[src/amf_pkg.sv]
`timescale 1ns / 1ps
package amf_pkg;

  localparam int SAMPLES    = 7;
  localparam int SampleW    = 16;
  localparam int CountW     = 4;
  localparam int PosW       = 4;
  localparam int IdxW       = $clog2(SAMPLES);
  localparam int DivW       = 16;
  localparam int ValueW     = 24;
  localparam int ProdW      = SampleW + DivW;
  localparam int FracBits   = 8;
  localparam int CfgIndexW  = 1;
  localparam int CfgDataW   = 16;

  localparam logic [DivW-1:0]  DividerReset = DivW'(256);
  localparam logic [ProdW-1:0] RoundHalf    = ProdW'(1) << (FracBits - 1);

  typedef enum logic [1:0] {
    MODE_RAW    = 2'd0,
    MODE_PAD_MV = 2'd1,
    MODE_SCALED = 2'd2
  } mode_t;

  typedef enum logic [1:0] {
    STATUS_OK      = 2'd0,
    STATUS_INVALID = 2'd1,
    STATUS_NO_GOOD = 2'd2,
    STATUS_BAD_DIV = 2'd3
  } status_t;

  typedef enum logic [CfgIndexW-1:0] {
    REG_CHANNEL_ENABLED = 1'b0,
    REG_DIVIDER_Q8_8    = 1'b1
  } reg_index_t;

  typedef enum logic [1:0] {
    ST_COLLECT = 2'b01,
    ST_FINISH  = 2'b10
  } state_t;

  // what one cell hands to its right neighbor
  typedef struct packed {
    logic [SampleW-1:0] val;
    logic               gt;
  } amf_link_t;

endpackage

[src/amf_cell.sv]
`timescale 1ns / 1ps
module amf_cell (
  input  logic                        clk,
  input  logic                        insert,
  input  logic                        occupied,
  input  logic [amf_pkg::SampleW-1:0] ins_val,
  input  amf_pkg::amf_link_t          left,
  output amf_pkg::amf_link_t          right
);
  import amf_pkg::*;

  logic [SampleW-1:0] val;
  logic               gt;

  assign gt          = occupied && (val > ins_val);
  assign right.val   = val;
  assign right.gt    = gt;

  // a larger entry moves one place up; the first larger entry, else the first empty cell, takes the new sample
  always_ff @(posedge clk) begin
    if (insert && (gt || !occupied)) begin
      val <= left.gt ? left.val : ins_val;
    end
  end

endmodule

[src/adc_median_filter_scaler.sv]
`timescale 1ns / 1ps
// Median filter and divider scaler for one converter channel.
// Input: an item (sample, sample_failed, mode) transfers at a rising edge with
// start high and busy low. Items form bursts of SAMPLES; failed samples are
// dropped, good ones are insertion-sorted into a row of cells, one cell per
// buffer entry, in the cycle they arrive.
// Output: after the last sample of a burst, busy is high for one cycle while
// the upper median is selected and, in mode 2, multiplied by divider_q8_8 and
// rounded half up. The next cycle result_valid strobes for one cycle with
// result_value, status and good_count. The receiver cannot stall the block.
// Throughput: one sample per cycle within a burst; between bursts the block holds
// off new samples while busy with the finishing multiply.
// Configuration: cfg_valid/cfg_ready write channel, always ready; index 0 is
// channel_enabled, index 1 is divider_q8_8. Write only while no burst is open.
// Reset (rst, synchronous): burst counters cleared, channel disabled,
// divider 1.0, no result pending. The sorted buffer keeps no reset value.
module adc_median_filter_scaler (
  input  logic                          clk,
  input  logic                          rst,
  input  logic                          start,
  output logic                          busy,
  input  logic [amf_pkg::SampleW-1:0]   sample,
  input  logic                          sample_failed,
  input  logic [1:0]                    mode,
  input  logic                          cfg_valid,
  output logic                          cfg_ready,
  input  logic [amf_pkg::CfgIndexW-1:0] cfg_index,
  input  logic [amf_pkg::CfgDataW-1:0]  cfg_data,
  output logic                          result_valid,
  output logic [amf_pkg::ValueW-1:0]    result_value,
  output logic [1:0]                    status,
  output logic [amf_pkg::CountW-1:0]    good_count
);
  import amf_pkg::*;

  state_t              state;
  state_t              state_next;
  logic                channel_enabled;
  logic [DivW-1:0]     divider_q8_8;
  logic [CountW-1:0]   good_samples;
  logic [CountW-1:0]   good_samples_next;
  logic [PosW-1:0]     burst_position;
  logic [PosW-1:0]     burst_position_next;
  logic [1:0]          last_mode;

  logic                accept;
  logic                last;
  logic                insert;
  amf_link_t           link [SAMPLES+1];
  logic [SampleW-1:0]  cell_val [SAMPLES];
  logic [SAMPLES-1:0]  occupied;

  logic [IdxW-1:0]     med_idx;
  logic [SampleW-1:0]  median;
  logic [ProdW-1:0]    product;
  logic [ValueW-1:0]   value_next;
  status_t             status_next;
  logic [CountW-1:0]   count_next;

  assign busy      = (state == ST_FINISH);
  assign cfg_ready = 1'b1;
  assign accept    = start && !busy;
  assign last      = ({1'b0, burst_position} + (PosW+1)'(1)) >= (PosW+1)'(SAMPLES);
  assign insert    = accept && !sample_failed && (good_samples < CountW'(SAMPLES));

  // row of cells, leftmost holds the smallest sample
  assign link[0] = '{val: '0, gt: 1'b0};

  for (genvar i = 0; i < SAMPLES; i++) begin : g_cell
    assign occupied[i] = good_samples > CountW'(i);
    assign cell_val[i] = link[i+1].val;

    amf_cell u_cell (
      .clk      (clk),
      .insert   (insert),
      .occupied (occupied[i]),
      .ins_val  (sample),
      .left     (link[i]),
      .right    (link[i+1])
    );
  end

  always_comb begin
    state_next          = state;
    good_samples_next   = good_samples;
    burst_position_next = burst_position;
    case (state)
      ST_COLLECT: begin
        if (accept) begin
          if (insert) begin
            good_samples_next = good_samples + CountW'(1);
          end
          if (last) begin
            burst_position_next = '0;
            state_next          = ST_FINISH;
          end else begin
            burst_position_next = burst_position + PosW'(1);
          end
        end
      end
      ST_FINISH: begin
        good_samples_next = '0;
        state_next        = ST_COLLECT;
      end
      default: begin
        state_next = ST_COLLECT;
      end
    endcase
  end

  // finishing step: upper median, then optional Q8.8 scale
  assign med_idx = IdxW'(good_samples >> 1);
  assign median  = cell_val[med_idx];
  assign product = ProdW'(median) * ProdW'(divider_q8_8) + RoundHalf;

  always_comb begin
    status_next = STATUS_OK;
    value_next  = '0;
    count_next  = good_samples;
    if (!channel_enabled) begin
      status_next = STATUS_INVALID;
      count_next  = '0;
    end else if (good_samples == '0) begin
      status_next = STATUS_NO_GOOD;
    end else if (last_mode == MODE_SCALED) begin
      if (divider_q8_8 == '0) begin
        status_next = STATUS_BAD_DIV;
      end else begin
        value_next = product[FracBits +: ValueW];
      end
    end else begin
      value_next = ValueW'(median);
    end
  end

  always_ff @(posedge clk) begin
    if (rst) begin
      state           <= ST_COLLECT;
      good_samples    <= '0;
      burst_position  <= '0;
      channel_enabled <= 1'b0;
      divider_q8_8    <= DividerReset;
      result_valid    <= 1'b0;
    end else begin
      state          <= state_next;
      good_samples   <= good_samples_next;
      burst_position <= burst_position_next;
      result_valid   <= busy;
      if (cfg_valid && cfg_ready) begin
        case (cfg_index)
          REG_CHANNEL_ENABLED: channel_enabled <= cfg_data[0];
          REG_DIVIDER_Q8_8:    divider_q8_8    <= cfg_data[DivW-1:0];
          default: ;
        endcase
      end
    end
  end

  // hold the mode of the burst's last sample; load the result on the finish cycle
  always_ff @(posedge clk) begin
    if (accept && last) begin
      last_mode <= mode;
    end
    if (busy) begin
      result_value <= value_next;
      status       <= status_next;
      good_count   <= count_next;
    end
  end

endmodule

[config.mk]
export PLATFORM = sky130hd
export DESIGN_NAME = adc_median_filter_scaler
export DESIGN_NICKNAME = d
export VERILOG_FILES = /design/src/amf_pkg.sv /design/src/amf_cell.sv /design/src/adc_median_filter_scaler.sv
export SDC_FILE = /design/constraint.sdc
export NUM_CORES = 1
export LEC_CHECK = 0
export ABC_AREA = 1
export BUFFER_PORTS_ARGS = -buffer_cell sky130_fd_sc_hd__buf_2
export CAP_MARGIN = 20
export CORE_AREA = 5 5 177 179
export CTS_CLUSTER_DIAMETER = 40
export DETAILED_ROUTE_END_ITERATION = 8
export DIE_AREA = 0 0 182 184
export GPL_ROUTABILITY_DRIVEN = 0
export GPL_TIMING_DRIVEN = 0
export MAX_ROUTING_LAYER = met4
export PLACE_DENSITY_LB_ADDON = 0.15
export REMOVE_ABC_BUFFERS = 1
export SETUP_SLACK_MARGIN = 0.15
export SYNTH_ARGS = -nofsm -noshare
export SYNTH_HDL_FRONTEND = slang
export SYNTH_SLANG_ARGS = --single-unit
[constraint.sdc]
create_clock -name clk -period 9.38 [get_ports clk]
set_clock_uncertainty 0.15 [all_clocks]
set_input_delay 0.938 -clock clk [delete_from_list [all_inputs] [get_ports clk]]
set_output_delay 0.938 -clock clk [all_outputs]
set_load 0.01 [all_outputs]
; ---- Yosys cells after proc, flatten, opt, wreduce, memory -nomap -nowiden
; Index checks and enable logic that the tools add are counted.
[word_totals]
word_cells = 113
out_inout_bits = 33
ff_bits = 172
inputBits = 40
[classes]
n_addsub = 4
reduce_logical = 45
n_bitwise = 5
muxes = 18
n_eq_ne = 5
n_mul = 1
n_lt_le_gt_ge = 17
[op_table]
columns = cell, count
row1 = $mux W16, 10
row2 = $gt A16 B16 Y1, 7
row3 = $bmux W16 S3, 1
row4 = $add A32 B8 Y32 const B, 1
row5 = $mul A16 B16 Y32, 1
row6 = $logic_and A1 B1 Y1, 18
row7 = $logic_not A16 Y1, 1
row8 = $gt A4 B3 Y1 const B, 3
row9 = $mux W4, 3
row10 = $logic_not A1 Y1, 9
row11 = $add A4 B1 Y4 const B, 2
row12 = $gt A4 B1 Y1 const B, 2
row13 = $gt A4 B2 Y1 const B, 2
row14 = $pmux W4 S2, 1
row15 = $reduce_and A2 Y1, 4
row16 = $logic_or A1 B1 Y1, 7
row17 = $mux W2, 3
row18 = $add A4 B1 Y5 const B, 1
row19 = $ge A5 B3 Y1 const B, 1
row20 = $eq A2 B2 Y1 const B, 2
row21 = $ge A4 B4 Y1 const B, 1
row22 = $logic_not A4 Y1, 1
row23 = $lt A4 B3 Y1 const B, 1
row24 = $not A1 Y1, 4
row25 = 8 further kinds, 9

; ---- Depth between registers and ports, before layout
; Gate-level depths: netlist of run 1.
[depth]
word_depth = 8
ltp_mapped = 35
ltp_nobuf = 34

; ---- By module
; From an unflattened synthesis of run 1, not the netlist that was laid out.
[hier_totals]
cells_unflattened = 2463
hier_area_um2 = 19810.2
[modules_own_cells]
columns = mod, area_per_inst_um2, instances, seq_area_each_um2, cells_per_inst
row1 = adc_median_filter_scaler, 12076.6, 1, 1521.5, 1581
row2 = amf_cell, 1104.8, 7, 480.5, 126

; ---- Worst setup path after synthesis of run 1
; Ideal clock, no wire load.
[synth_path]
path_kind = register to register
startpoint = register good_samples[1]
endpoint = register result_value[19] (netlist name), data pin
path_slack_ns = 2.742
n_path_buf = 3
required_time_ns = 8.977
period_less_slack_ns = 6.638
arrival_ns = 6.235
stages_incl_launch_ff = 30
setup_time_ns = 0.253
path_cell_list = dfxtp_1 > inv_2 > clkbuf_1 > clkbuf_1 > nor2_1 > o21ai_0 > nand2_1 > nand2_1 > clkbuf_1 > nand2_1 > fa_1 > inv_1 > fa_1 > fa_1 > fa_1 > fa_1 > inv_1 > fa_1 > inv_1 > ha_1 > a21oi_1 > inv_1 > a21oi_1 > inv_1 > a21oi_1 > inv_1 > a21oi_1 > nand2_1 > nor2_1 > nor2_1
[synth_via]
elab_chain_len = 6
word_cells_on_any_way = 8
classes_between = 1 x add/sub / 1 x mul / 3 x mux / 1 x bitwise / 2 x reduce/logical
[synth_lines]
columns = item, line
row1 = from (decl), adc_median_filter_scaler.sv:40  ; logic [CountW-1:0] good_samples;
row2 = from (signal assigned), adc_median_filter_scaler.sv:146  ; good_samples <= good_samples_next;
row3 = $not A3 Y4 (implied by the code), adc_median_filter_scaler.sv:113  ; assign median = cell_val[med_idx];
row4 = $bmux W16 S3, adc_median_filter_scaler.sv:113
row5 = $mux W16 (implied by the code) (2 in series), adc_median_filter_scaler.sv:113
row6 = $mul A16 B16 Y32, adc_median_filter_scaler.sv:114  ; assign product = ProdW'(median) * ProdW'(divider_q8_8) + RoundHalf;
row7 = $add A32 B8 Y32, adc_median_filter_scaler.sv:114
row8 = to (signal assigned), adc_median_filter_scaler.sv:165  ; result_value <= value_next;
row9 = to (decl), adc_median_filter_scaler.sv:30  ; output logic [amf_pkg::ValueW-1:0] result_value,
; Parallel ways exist; a longest one is shown, timed or not. The select of a mux whose other input is x is not followed.
; A chain may end at the register's enable or synchronous reset.

; ---- Final worst setup path of run 1
[layout_path]
startpoint = register good_samples[1]
endpoint = register result_value[18] (netlist name), data pin
; The elaborated chain is that of the path after synthesis.

==> results_dict.tcl, run 1 <==
set metrics [dict create \
    crit_fanout 40 \
    cp-start-kind "flop" \
    sequentialPowerShare_pct 19.0 \
    syn_area_per_cell_um2 8.36 \
    hold_ws_ns 0.327 \
    synth_most_common_cell "nand2_1" \
    power_density_mw_per_mm2 243 \
    numCtsBuffers 17 \
    highest_layer "met4" \
    period_minus_slack_ns 8.63 \
    fmax_ghz 0.116 \
    worstPathRequired_ns 9.45 \
    synthCells 2262 \
    grt_first_pass_wirelength_um 82500 \
    synth.area.top_cells "edfxtp_1 (23%), fa_1 (21%), ha_1 (15%), nand2_1 (8.7%), inv_1 (7.5%)" \
    path_clk_slew_ns 0.07 \
    place_inst 2663 \
    grt_antenna_before_repair 0 \
    pre_cts_ws_ns 0.946 \
    clock_path_buffers 2 \
    dpl_cell_area_mm2 0.0196 \
    slew_headroom_pct 24.6 \
    p_switching_mw 2.54 \
    stdcell_area_mm2 0.0203 \
    die_w_um 182 \
    clock-sinks 172 \
    intPower_mw 2.39 \
    wl_met1_um 20900 \
    synth_edf_count 144 \
    finalCritPeriodShare_pct 92.0 \
    worstMarginPinSlew_ns 1.13 \
    rsz0062_at_grt "false" \
    max_cap_viol_count 0 \
    slowest_stage "dfxtp_2" \
    async_reset_ff_share_pct 0 \
    yosysWarningCount 0 \
    dieArea_mm2 0.0335 \
    port_buffers 71 \
    setup_violations 0 \
    critPathTopFamily "adder cells" \
    final_layout_size_suffix_gt1_share_pct 6.11 \
    hold_violations 0 \
    cts_hold_buf 0 \
    area_delta_synth_final_pct 7.06 \
    ir_drop_mv 0.286 \
    post_synth_num_cell_types 46 \
    cp_common_cell "fa_1" \
    synthTopCellsByCount "nand2_1 (436), inv_1 (379), nor2_1 (254), ha_1 (232), fa_1 (194)" \
    finalSetupTns_ns 0 \
    routedWlPerCell_um 19.0 \
    cts_tree "built" \
    drc 0 \
    drt-total-wl_um 51100 \
    slowest_delay_ns 0.86 \
    grtUsageTotal_pct 32.0 \
    status "finished, final reports clean" \
    end_kind "flop" \
    nets 2760 \
    grt_max_degree 41 \
    wl_met3_um 6290 \
    drt-initial-drc-count 1848 \
    met2_length_um 22200 \
    insertion_delay_ns 0.45 \
    clockPowerShare_pct 14.9 \
    pwr-share-comb_pct 66.1 \
    leakage_nw 9.71 \
    synth_flop_cell "edfxtp_1" \
    setup_ws_ns 0.751 \
    critPathKind "reg -> reg" \
    post_drt_via_cell_ratio 5.96 \
    min_path_type "reg -> reg" \
    ctsResizeCount 0 \
    dr_total_vias 16100 \
    die_h_um 184 \
    hpwl_um 40300 \
    slew_viol_final 0 \
    critPathBufInv 6 \
    root_buffer "clkbuf_16" \
    p_sw_share_pct 51.5 \
    num_rows 63 \
    yosysTopAreaCellShare_pct 22.9 \
    cp.arrival_ns 8.70 \
    fillers 2343 \
    first_pass_iters 7 \
    antennaDiodeCount 0 \
    start_util_pct 64.3 \
    core_mm2 0.0294 \
    num_io_pins 73 \
    overflow 0 \
    cts_max_level 4 \
    grt_pass1_vias 16000 \
    ys_seq_area_share_pct 25.8 \
    ant_nets 0 \
    cts_setup_buffers 0 \
    syn_area_mm2 0.0189 \
    yosys_register_bits 172 \
    synth_top_cell_by_area "edfxtp_1" \
    layoutNonFillerInstCount 2697 \
]
-- state kept, by name, summed over array words and instances (netlist names), 4 cells and up --
signal	cells
g_cell.u_cell.val	112
divider_q8_8	16
good_count	4
result_value	24
burst_position	4
good_samples	4
-- area by class of cell --
| type | instances | area (um^2) | area share, % |
|---|---|---|---|
| clock inverters | 13 | 158 | 0.778 |
| multi-input cells | 1626 | 12300 | 60.6 |
| well taps | 390 | 488 | 2.41 |
| repair buffers | 84 | 539 | 2.66 |
| inverters | 393 | 1480 | 7.28 |
| flip-flops and latches | 172 | 4890 | 24.1 |
| clock buffers | 19 | 433 | 2.14 |
-- cells by family (layout without fill, tap and decap cells) --
kind of cell / Yosys count / count (layout) / share of synthesized area (%)
xor+xnor: 8 / 8 / 0.370
buf+inv: 464 / 509 / 9.33
other cells: 1 / 1 / 0.0198
flops: 172 / 172 / 25.8
simple gates: 794 / 794 / 16.8
compound gates: 397 / 397 / 11.8
fa+ha+maj: 426 / 426 / 35.9
-- layout by cell type (no fill, tap or decap), types with 3 or more instances in the layout --
cell type,n
buf_16,3
o22a_1,13
edfxtp_1,144
buf_4,4
a211oi_1,8
clkinv_1,10
a21o_1,3
a31oi_1,4
nand2_1,436
nor2_1,253
o21bai_1,5
xor2_1,5
a22oi_1,14
a21oi_1,155
ha_1,232
o21ai_0,160
inv_2,6
clkbuf_16,17
or2_2,6
nand2_2,10
nor4_1,7
a221oi_1,6
fa_1,194
inv_1,379
o21a_1,10
buf_6,5
o221ai_1,7
buf_2,71
nand3_1,49
nand4_1,11
xnor2_1,3
nor3_1,14
dfxtp_1,27
inv_6,4
-- layer usage --
metal / global-route usage, % / vias up
met2: 47.4 / 938
met3: 5.60 / 119
li1: - / 7383
met1: 44.9 / 7641
met4: 11.0 / 0
met5: - / -
-- power groups by stage --
| stage | Clock, mW | Combinational, mW | Sequential, mW |
|---|---|---|---|
| after global routing | 0.767 | 3.67 | 0.941 |
| after detailed placement | 0 | 3.15 | 0.951 |
| after CTS | 0.734 | 3.18 | 0.934 |
| after global placement | 0 | 3.04 | 0.951 |
| final | 0.732 | 3.26 | 0.937 |
| after floorplan | 0 | 2.29 | 0.933 |
-- metrics by stage --
step                      power, mW  utilization (%)
after floorplan                3.22                -
after global placement         4.00             66.2
after detailed placement       4.10             66.7
after CTS                      4.85             68.8
after global routing           5.37             68.9
final                          4.93             68.9
-- final timing paths --
check | slack (ns) | end | startpoint | depth (start not counted)
min | 0.33 | burst_position[3]$_SDFFE_PP0P_ | burst_position[3]$_SDFFE_PP0P_ | 2
max reg2reg | 0.75 | result_value[18]$_SDFFCE_PP0P_ | good_samples[1]$_SDFFE_PP0P_ | 27
max | 0.75 | result_value[18]$_SDFFCE_PP0P_ | good_samples[1]$_SDFFE_PP0P_ | 27
min reg2reg | 0.33 | burst_position[3]$_SDFFE_PP0P_ | burst_position[3]$_SDFFE_PP0P_ | 2
-- worst min-delay path: stages (launching register included) --
cell	delay (ns)
dfxtp_1	0.33
nand3_1	0.08
inv_1	0.03
No activity file was read; power rests on OpenSTA's default activity.
==> inputs of run 2 (changes only) <==
Settings changed: CORE_AREA 5 5 177 179 to 2 2 174 176, DIE_AREA 0 0 182 184 to 0 0 176 178.
==> run 2 against run 1 <==
  * Sequential share of layout area up 0.066 points
  * First-iteration DRC count down 1.1%
  * Critical path depth down 1
  * Combinational power about the same
  * Via count up 0.81%
  * Total power down 0.37%
  * Global-route usage up 3.0 points
  * Highest routed layer unchanged
  * Critical endpoint is now result_value[21]$_SDFFCE_PP0P_
==> results_dict.tcl, run 2 (synthesized netlist as in run 1, its figures left out) <==
set metrics [dict create \
    finalCritPeriodShare_pct 92.1 \
    status "finished, final reports clean" \
    mostFrequentLayoutCell "nand2_1" \
    min_path_type "reg -> reg" \
    ant_nets 0 \
    die_w_um 176 \
    worstMarginPinSlew_ns 1.08 \
    period_minus_slack_ns 8.64 \
    dpl_cell_area_mm2 0.0196 \
    path_clk_slew_ns 0.07 \
    clock_path_buffers 2 \
    routedWlPerCell_um 18.9 \
    dr_total_vias 16200 \
    end_kind "flop" \
    worstPathRequired_ns 9.44 \
    fmax_ghz 0.116 \
    grt_antenna_before_repair 0 \
    cts_hold_buf 0 \
    dieArea_mm2 0.0313 \
    core_mm2 0.0294 \
    cts_tree "built" \
    num_rows 63 \
    crit_fanout 40 \
    grt_max_degree 41 \
    largest_reg_flops 112 \
    setup_violations 0 \
    r2r_setup_slack_ns 0.74 \
    rsz0062_at_grt "false" \
    largestRegisters "g_cell.u_cell.val (112), result_value (24), divider_q8_8 (16)" \
    antennaDiodeCount 0 \
    ctsResizeCount 0 \
    post_drt_via_cell_ratio 6.01 \
    slowest_delay_ns 0.88 \
    grtUsageTotal_pct 35.0 \
    area_delta_synth_final_pct 6.77 \
    drc 0 \
    power_density_mw_per_mm2 243 \
    drt-initial-drc-count 1828 \
    slew_headroom_pct 28.0 \
    leakage_nw 9.69 \
    cts_setup_buffers 0 \
    finalPower_mw 4.91 \
    cp_common_cell "fa_1" \
    place_inst 2663 \
    num_io_pins 73 \
    nets 2761 \
    ir_drop_mv 0.264 \
    slew_viol_final 0 \
    hpwl_um 40000 \
    slowest_stage "dfxtp_2" \
    final_layout_size_suffix_gt1_share_pct 6.20 \
    drt-total-wl_um 51000 \
    critPathTopFamily "adder cells" \
    insertion_delay_ns 0.46 \
    port_buffers 71 \
    cts_max_level 4 \
    numCtsBuffers 17 \
    first_pass_iters 6 \
    overflow 0 \
    root_buffer "clkbuf_16" \
    start_util_pct 64.3 \
    grt_pass1_vias 16100 \
    stdcell_area_mm2 0.0202 \
    hold_violations 0 \
    finalSetupTns_ns 0 \
    layoutNonFillerInstCount 2698 \
    hold_ws_ns 0.338 \
    final_cell_mix "nand2_1 (436), inv_1 (379), nor2_1 (253)" \
    max_cap_viol_count 0 \
    grt_first_pass_wirelength_um 81800 \
    cp-start-kind "flop" \
    die_h_um 178 \
    critPathKind "reg -> reg" \
    clock-sinks 172 \
    cp.arrival_ns 8.70 \
    largest_register "g_cell.u_cell.val" \
    critPathBufInv 6 \
]
## run 2: changes by cell type in the layout (fill, tap and decap cells not counted), sizes merged
cell and change:
inv -1, buf +1, clkinv +3, bufinv -2
## run 2: layer usage
layer | share of wire (%) | wire [um] | GRT usage [%] | vias up
li1 | - | - | - | 7385
met1 | 41 | 20900 | 47.3 | 7714
met2 | 43 | 22000 | 51.5 | 974
met3 | 12 | 6230 | 8.50 | 139
met4 | 3.6 | 1850 | 13.2 | 0
met5 | 0 | 0 | - | -
## run 2: per-stage QoR
step / worst slack [ns] / util, %
5_1_grt: 0.390 / 68.7
3_5_place_dp: 1.06 / 66.7
2_1_floorplan: 2.46 / -
4_1_cts: 1.02 / 68.5
6_report: 0.738 / 68.7
3_3_place_gp: 0.395 / 66.2
## run 2: area by class of cell
type / instances / area [um^2]
Clock buffer: 19 / 433
Clock inverter: 13 / 109
Fill cell: 2314 / 9200
Inverter: 393 / 1480
Multi-Input combinational cell: 1626 / 12300
Sequential cell: 172 / 4890
Tap cell: 390 / 488
Timing Repair Buffer: 85 / 533
## run 2: path summary, 6_finish.rpt
path / start / endpoint / depth (start not counted)
worst max-delay path: good_samples[1]$_SDFFE_PP0P_ / result_value[21]$_SDFFCE_PP0P_ / 26
worst min-delay path: burst_position[3]$_SDFFE_PP0P_ / burst_position[3]$_SDFFE_PP0P_ / 2
worst max register to register: good_samples[1]$_SDFFE_PP0P_ / result_value[21]$_SDFFCE_PP0P_ / 26
worst min register to register: burst_position[3]$_SDFFE_PP0P_ / burst_position[3]$_SDFFE_PP0P_ / 2
## run 2: worst reg2reg max path, stage by stage, from the launching register on
cell	delay [ns]
dfxtp_2	0.88
nand2_1	0.16
inv_1	0.46
a22oi_1	0.21
o22a_1	0.26
nand2_1	0.40
clkinv_1	0.60
nor2_1	0.31
fa_1	0.48
fa_1	0.53
fa_1	0.52
fa_1	0.55
fa_1	0.56
inv_1	0.06
fa_1	0.54
inv_1	0.06
ha_1	0.36
a21oi_1	0.17
inv_1	0.07
a21oi_1	0.28
o21ai_0	0.14
a21oi_1	0.27
inv_1	0.14
nand2_1	0.11
nand3_1	0.07
nand2_1	0.06
nor2_1	0.04
## run 2: power breakdown
part / internal [mW] / switching, mW / leakage [nW]
logic: 1.11 / 2.16 / 7.81
registers: 0.884 / 0.0529 / 1.61
clock network: 0.346 / 0.352 / 0.266
total: 2.34 / 2.57 / 9.69
==> inputs of run 3 (changes only) <==
Settings changed: CORE_AREA 2 2 174 176 to 2 2 198 249, DIE_AREA 0 0 176 178 to 0 0 200 251.
==> run 3 against run 2 <==
  * Register-to-register slack better by 0.02 ns
  * Via count fell by 4.3%
  * Clock power up 3%
  * Die area grew 60%
  * Final area up 1.9%
  * Final cell count increased by 9.4%
  * Combinational power is essentially flat
  * Routed wire length grew 8.1%
  * Fmax grew 0.20%
  * Setup slack improved by 0.017 ns
  * Flip-flop and latch count did not move
  * Critical path type unchanged
  * Largest cell class unchanged
  * Largest power group unchanged
==> results_dict.tcl, run 3 (synthesized netlist as in run 1, its figures left out) <==
set metrics [dict create \
    max_cap_viol_count 0 \
    grtUsageTotal_pct 23.6 \
    ctsResizeCount 0 \
    critPathKind "reg -> reg" \
    grt_max_degree 41 \
    clock_path_buffers 2 \
    die_w_um 200 \
    first_pass_iters 5 \
    path_clk_slew_ns 0.07 \
    end_kind "flop" \
    multi_input_area_mm2 0.0123 \
    drt-total-wl_um 55100 \
    clock-sinks 172 \
    largest_reg_flops 112 \
    insertion_delay_ns 0.48 \
    grt_first_pass_wirelength_um 86800 \
    seq_area_mm2 0.00489 \
    numCtsBuffers 17 \
    largest_register "g_cell.u_cell.val" \
    r2r_start "good_samples[2]$_SDFFE_PP0P_" \
    cts_setup_buffers 0 \
    cts_hold_buf 0 \
    crit_fanout 31 \
    grt_pass1_vias 16200 \
    cp-start-kind "flop" \
    start_util_pct 39.5 \
    critPathLaunch "good_samples[2]$_SDFFE_PP0P_" \
    dieArea_mm2 0.0502 \
    worstPathRequired_ns 9.46 \
    nets 2761 \
    slew_headroom_pct 36.5 \
    min_path_type "reg -> reg" \
    cts_tree "built" \
    dr_total_vias 15500 \
    ant_nets 0 \
    core_mm2 0.0479 \
    num_rows 90 \
    status "finished, final reports clean" \
    mostFrequentLayoutCell "nand2_1" \
    num_io_pins 73 \
    final_cell_mix "nand2_1 (436), inv_1 (379), nor2_1 (250)" \
    overflow 0 \
    slowest_stage "nor2_4" \
    hold_ws_ns 0.331 \
    finalCritPeriodShare_pct 92.0 \
    setup_ws_ns 0.755 \
    leakage_nw 9.70 \
    die_h_um 251 \
    slowest_delay_ns 0.76 \
    fmax_ghz 0.116 \
    pre_cts_ws_ns 0.818 \
    post_drt_via_cell_ratio 5.26 \
    stdcell_area_mm2 0.0206 \
    power_density_mw_per_mm2 239 \
    worstMarginPinSlew_ns 0.949 \
    drt-initial-drc-count 874 \
    period_minus_slack_ns 8.62 \
    hold_violations 0 \
    hpwl_um 43800 \
    rsz0062_at_grt "false" \
    root_buffer "clkbuf_16" \
    layoutNonFillerInstCount 2952 \
    area_delta_synth_final_pct 8.80 \
    routedWlPerCell_um 18.7 \
    cts_max_level 4 \
    fillers 4865 \
    setup_violations 0 \
    port_buffers 71 \
    drc 0 \
    largestRegisters "g_cell.u_cell.val (112), result_value (24), divider_q8_8 (16)" \
    dpl_cell_area_mm2 0.0200 \
    finalPower_mw 4.93 \
    grt_antenna_before_repair 2 \
    slew_viol_final 0 \
    place_inst 2918 \
    cp.arrival_ns 8.70 \
    final_layout_size_suffix_gt1_share_pct 6.50 \
    ir_drop_mv 0.162 \
    hp-start "burst_position[3]$_SDFFE_PP0P_" \
]
==> run 3: cell types whose count changed in the layout (fill, tap and decap cells not counted), moves of 2 or more <==
cell,previous run,this run
a21oi_1,155,149
a21oi_2,1,7
buf_8,4,9
buf_4,3,0
clkinv_1,9,12
nor2_1,253,250
nor2_2,1,4
buf_6,6,4
clkinv_2,3,1
==> run 3: layout make-up <==
type	count	area share [%]
repair buffers	85	2.74
multi-input cells	1626	59.8
well taps	644	3.91
diodes	1	0.0122
clock inverters	13	0.565
clock buffers	18	2.08
flip-flops and latches	172	23.7
inverters	393	7.17
==> run 3: worst max-delay path: cells and delay by family (launching register included) <==
family                     cells  cell delay, ns
AOI/OAI and AO/OA              6            1.23
adders and majority gates      7            3.33
buffers and inverters          7            1.03
and+or+nand+nor                8            2.05
DFF                            1            0.60
==> run 3: final timing paths <==
kind,cells past startpoint,to,slack [ns]
max reg2reg,28,result_value[21]$_SDFFCE_PP0P_,0.76
max,28,result_value[21]$_SDFFCE_PP0P_,0.76
min reg2reg,2,burst_position[3]$_SDFFE_PP0P_,0.33
min,2,burst_position[3]$_SDFFE_PP0P_,0.33
==> run 3: through the flow <==
| stage | utilization, % | setup TNS [ns] |
|---|---|---|
| floorplan | - | 0 |
| global placement | 41.3 | -0.0632 |
| detailed placement | 41.8 | 0 |
| CTS | 42.9 | 0 |
| global route | 43.0 | 0 |
| finish | 43.0 | 0 |
==> run 3: layer usage <==
metal | share of wire, % | GRT usage, % | wire, um | up-vias
li1 | - | - | - | 7383
met1 | 38 | 25.3 | 21100 | 7599
met2 | 53 | 42.6 | 29300 | 411
met3 | 3.6 | 2.64 | 1970 | 127
met4 | 5.1 | 12.0 | 2780 | 0
met5 | 0 | - | 0 | -
==> run 3: where the power goes <==
part | total, mW | internal (mW) | leakage (nW) | switching [mW]
sequential | 0.938 | 0.883 | 1.61 | 0.0546
combinational | 3.27 | 1.12 | 7.82 | 2.14
clock | 0.718 | 0.367 | 0.269 | 0.351
total | 4.93 | 2.37 | 9.70 | 2.55
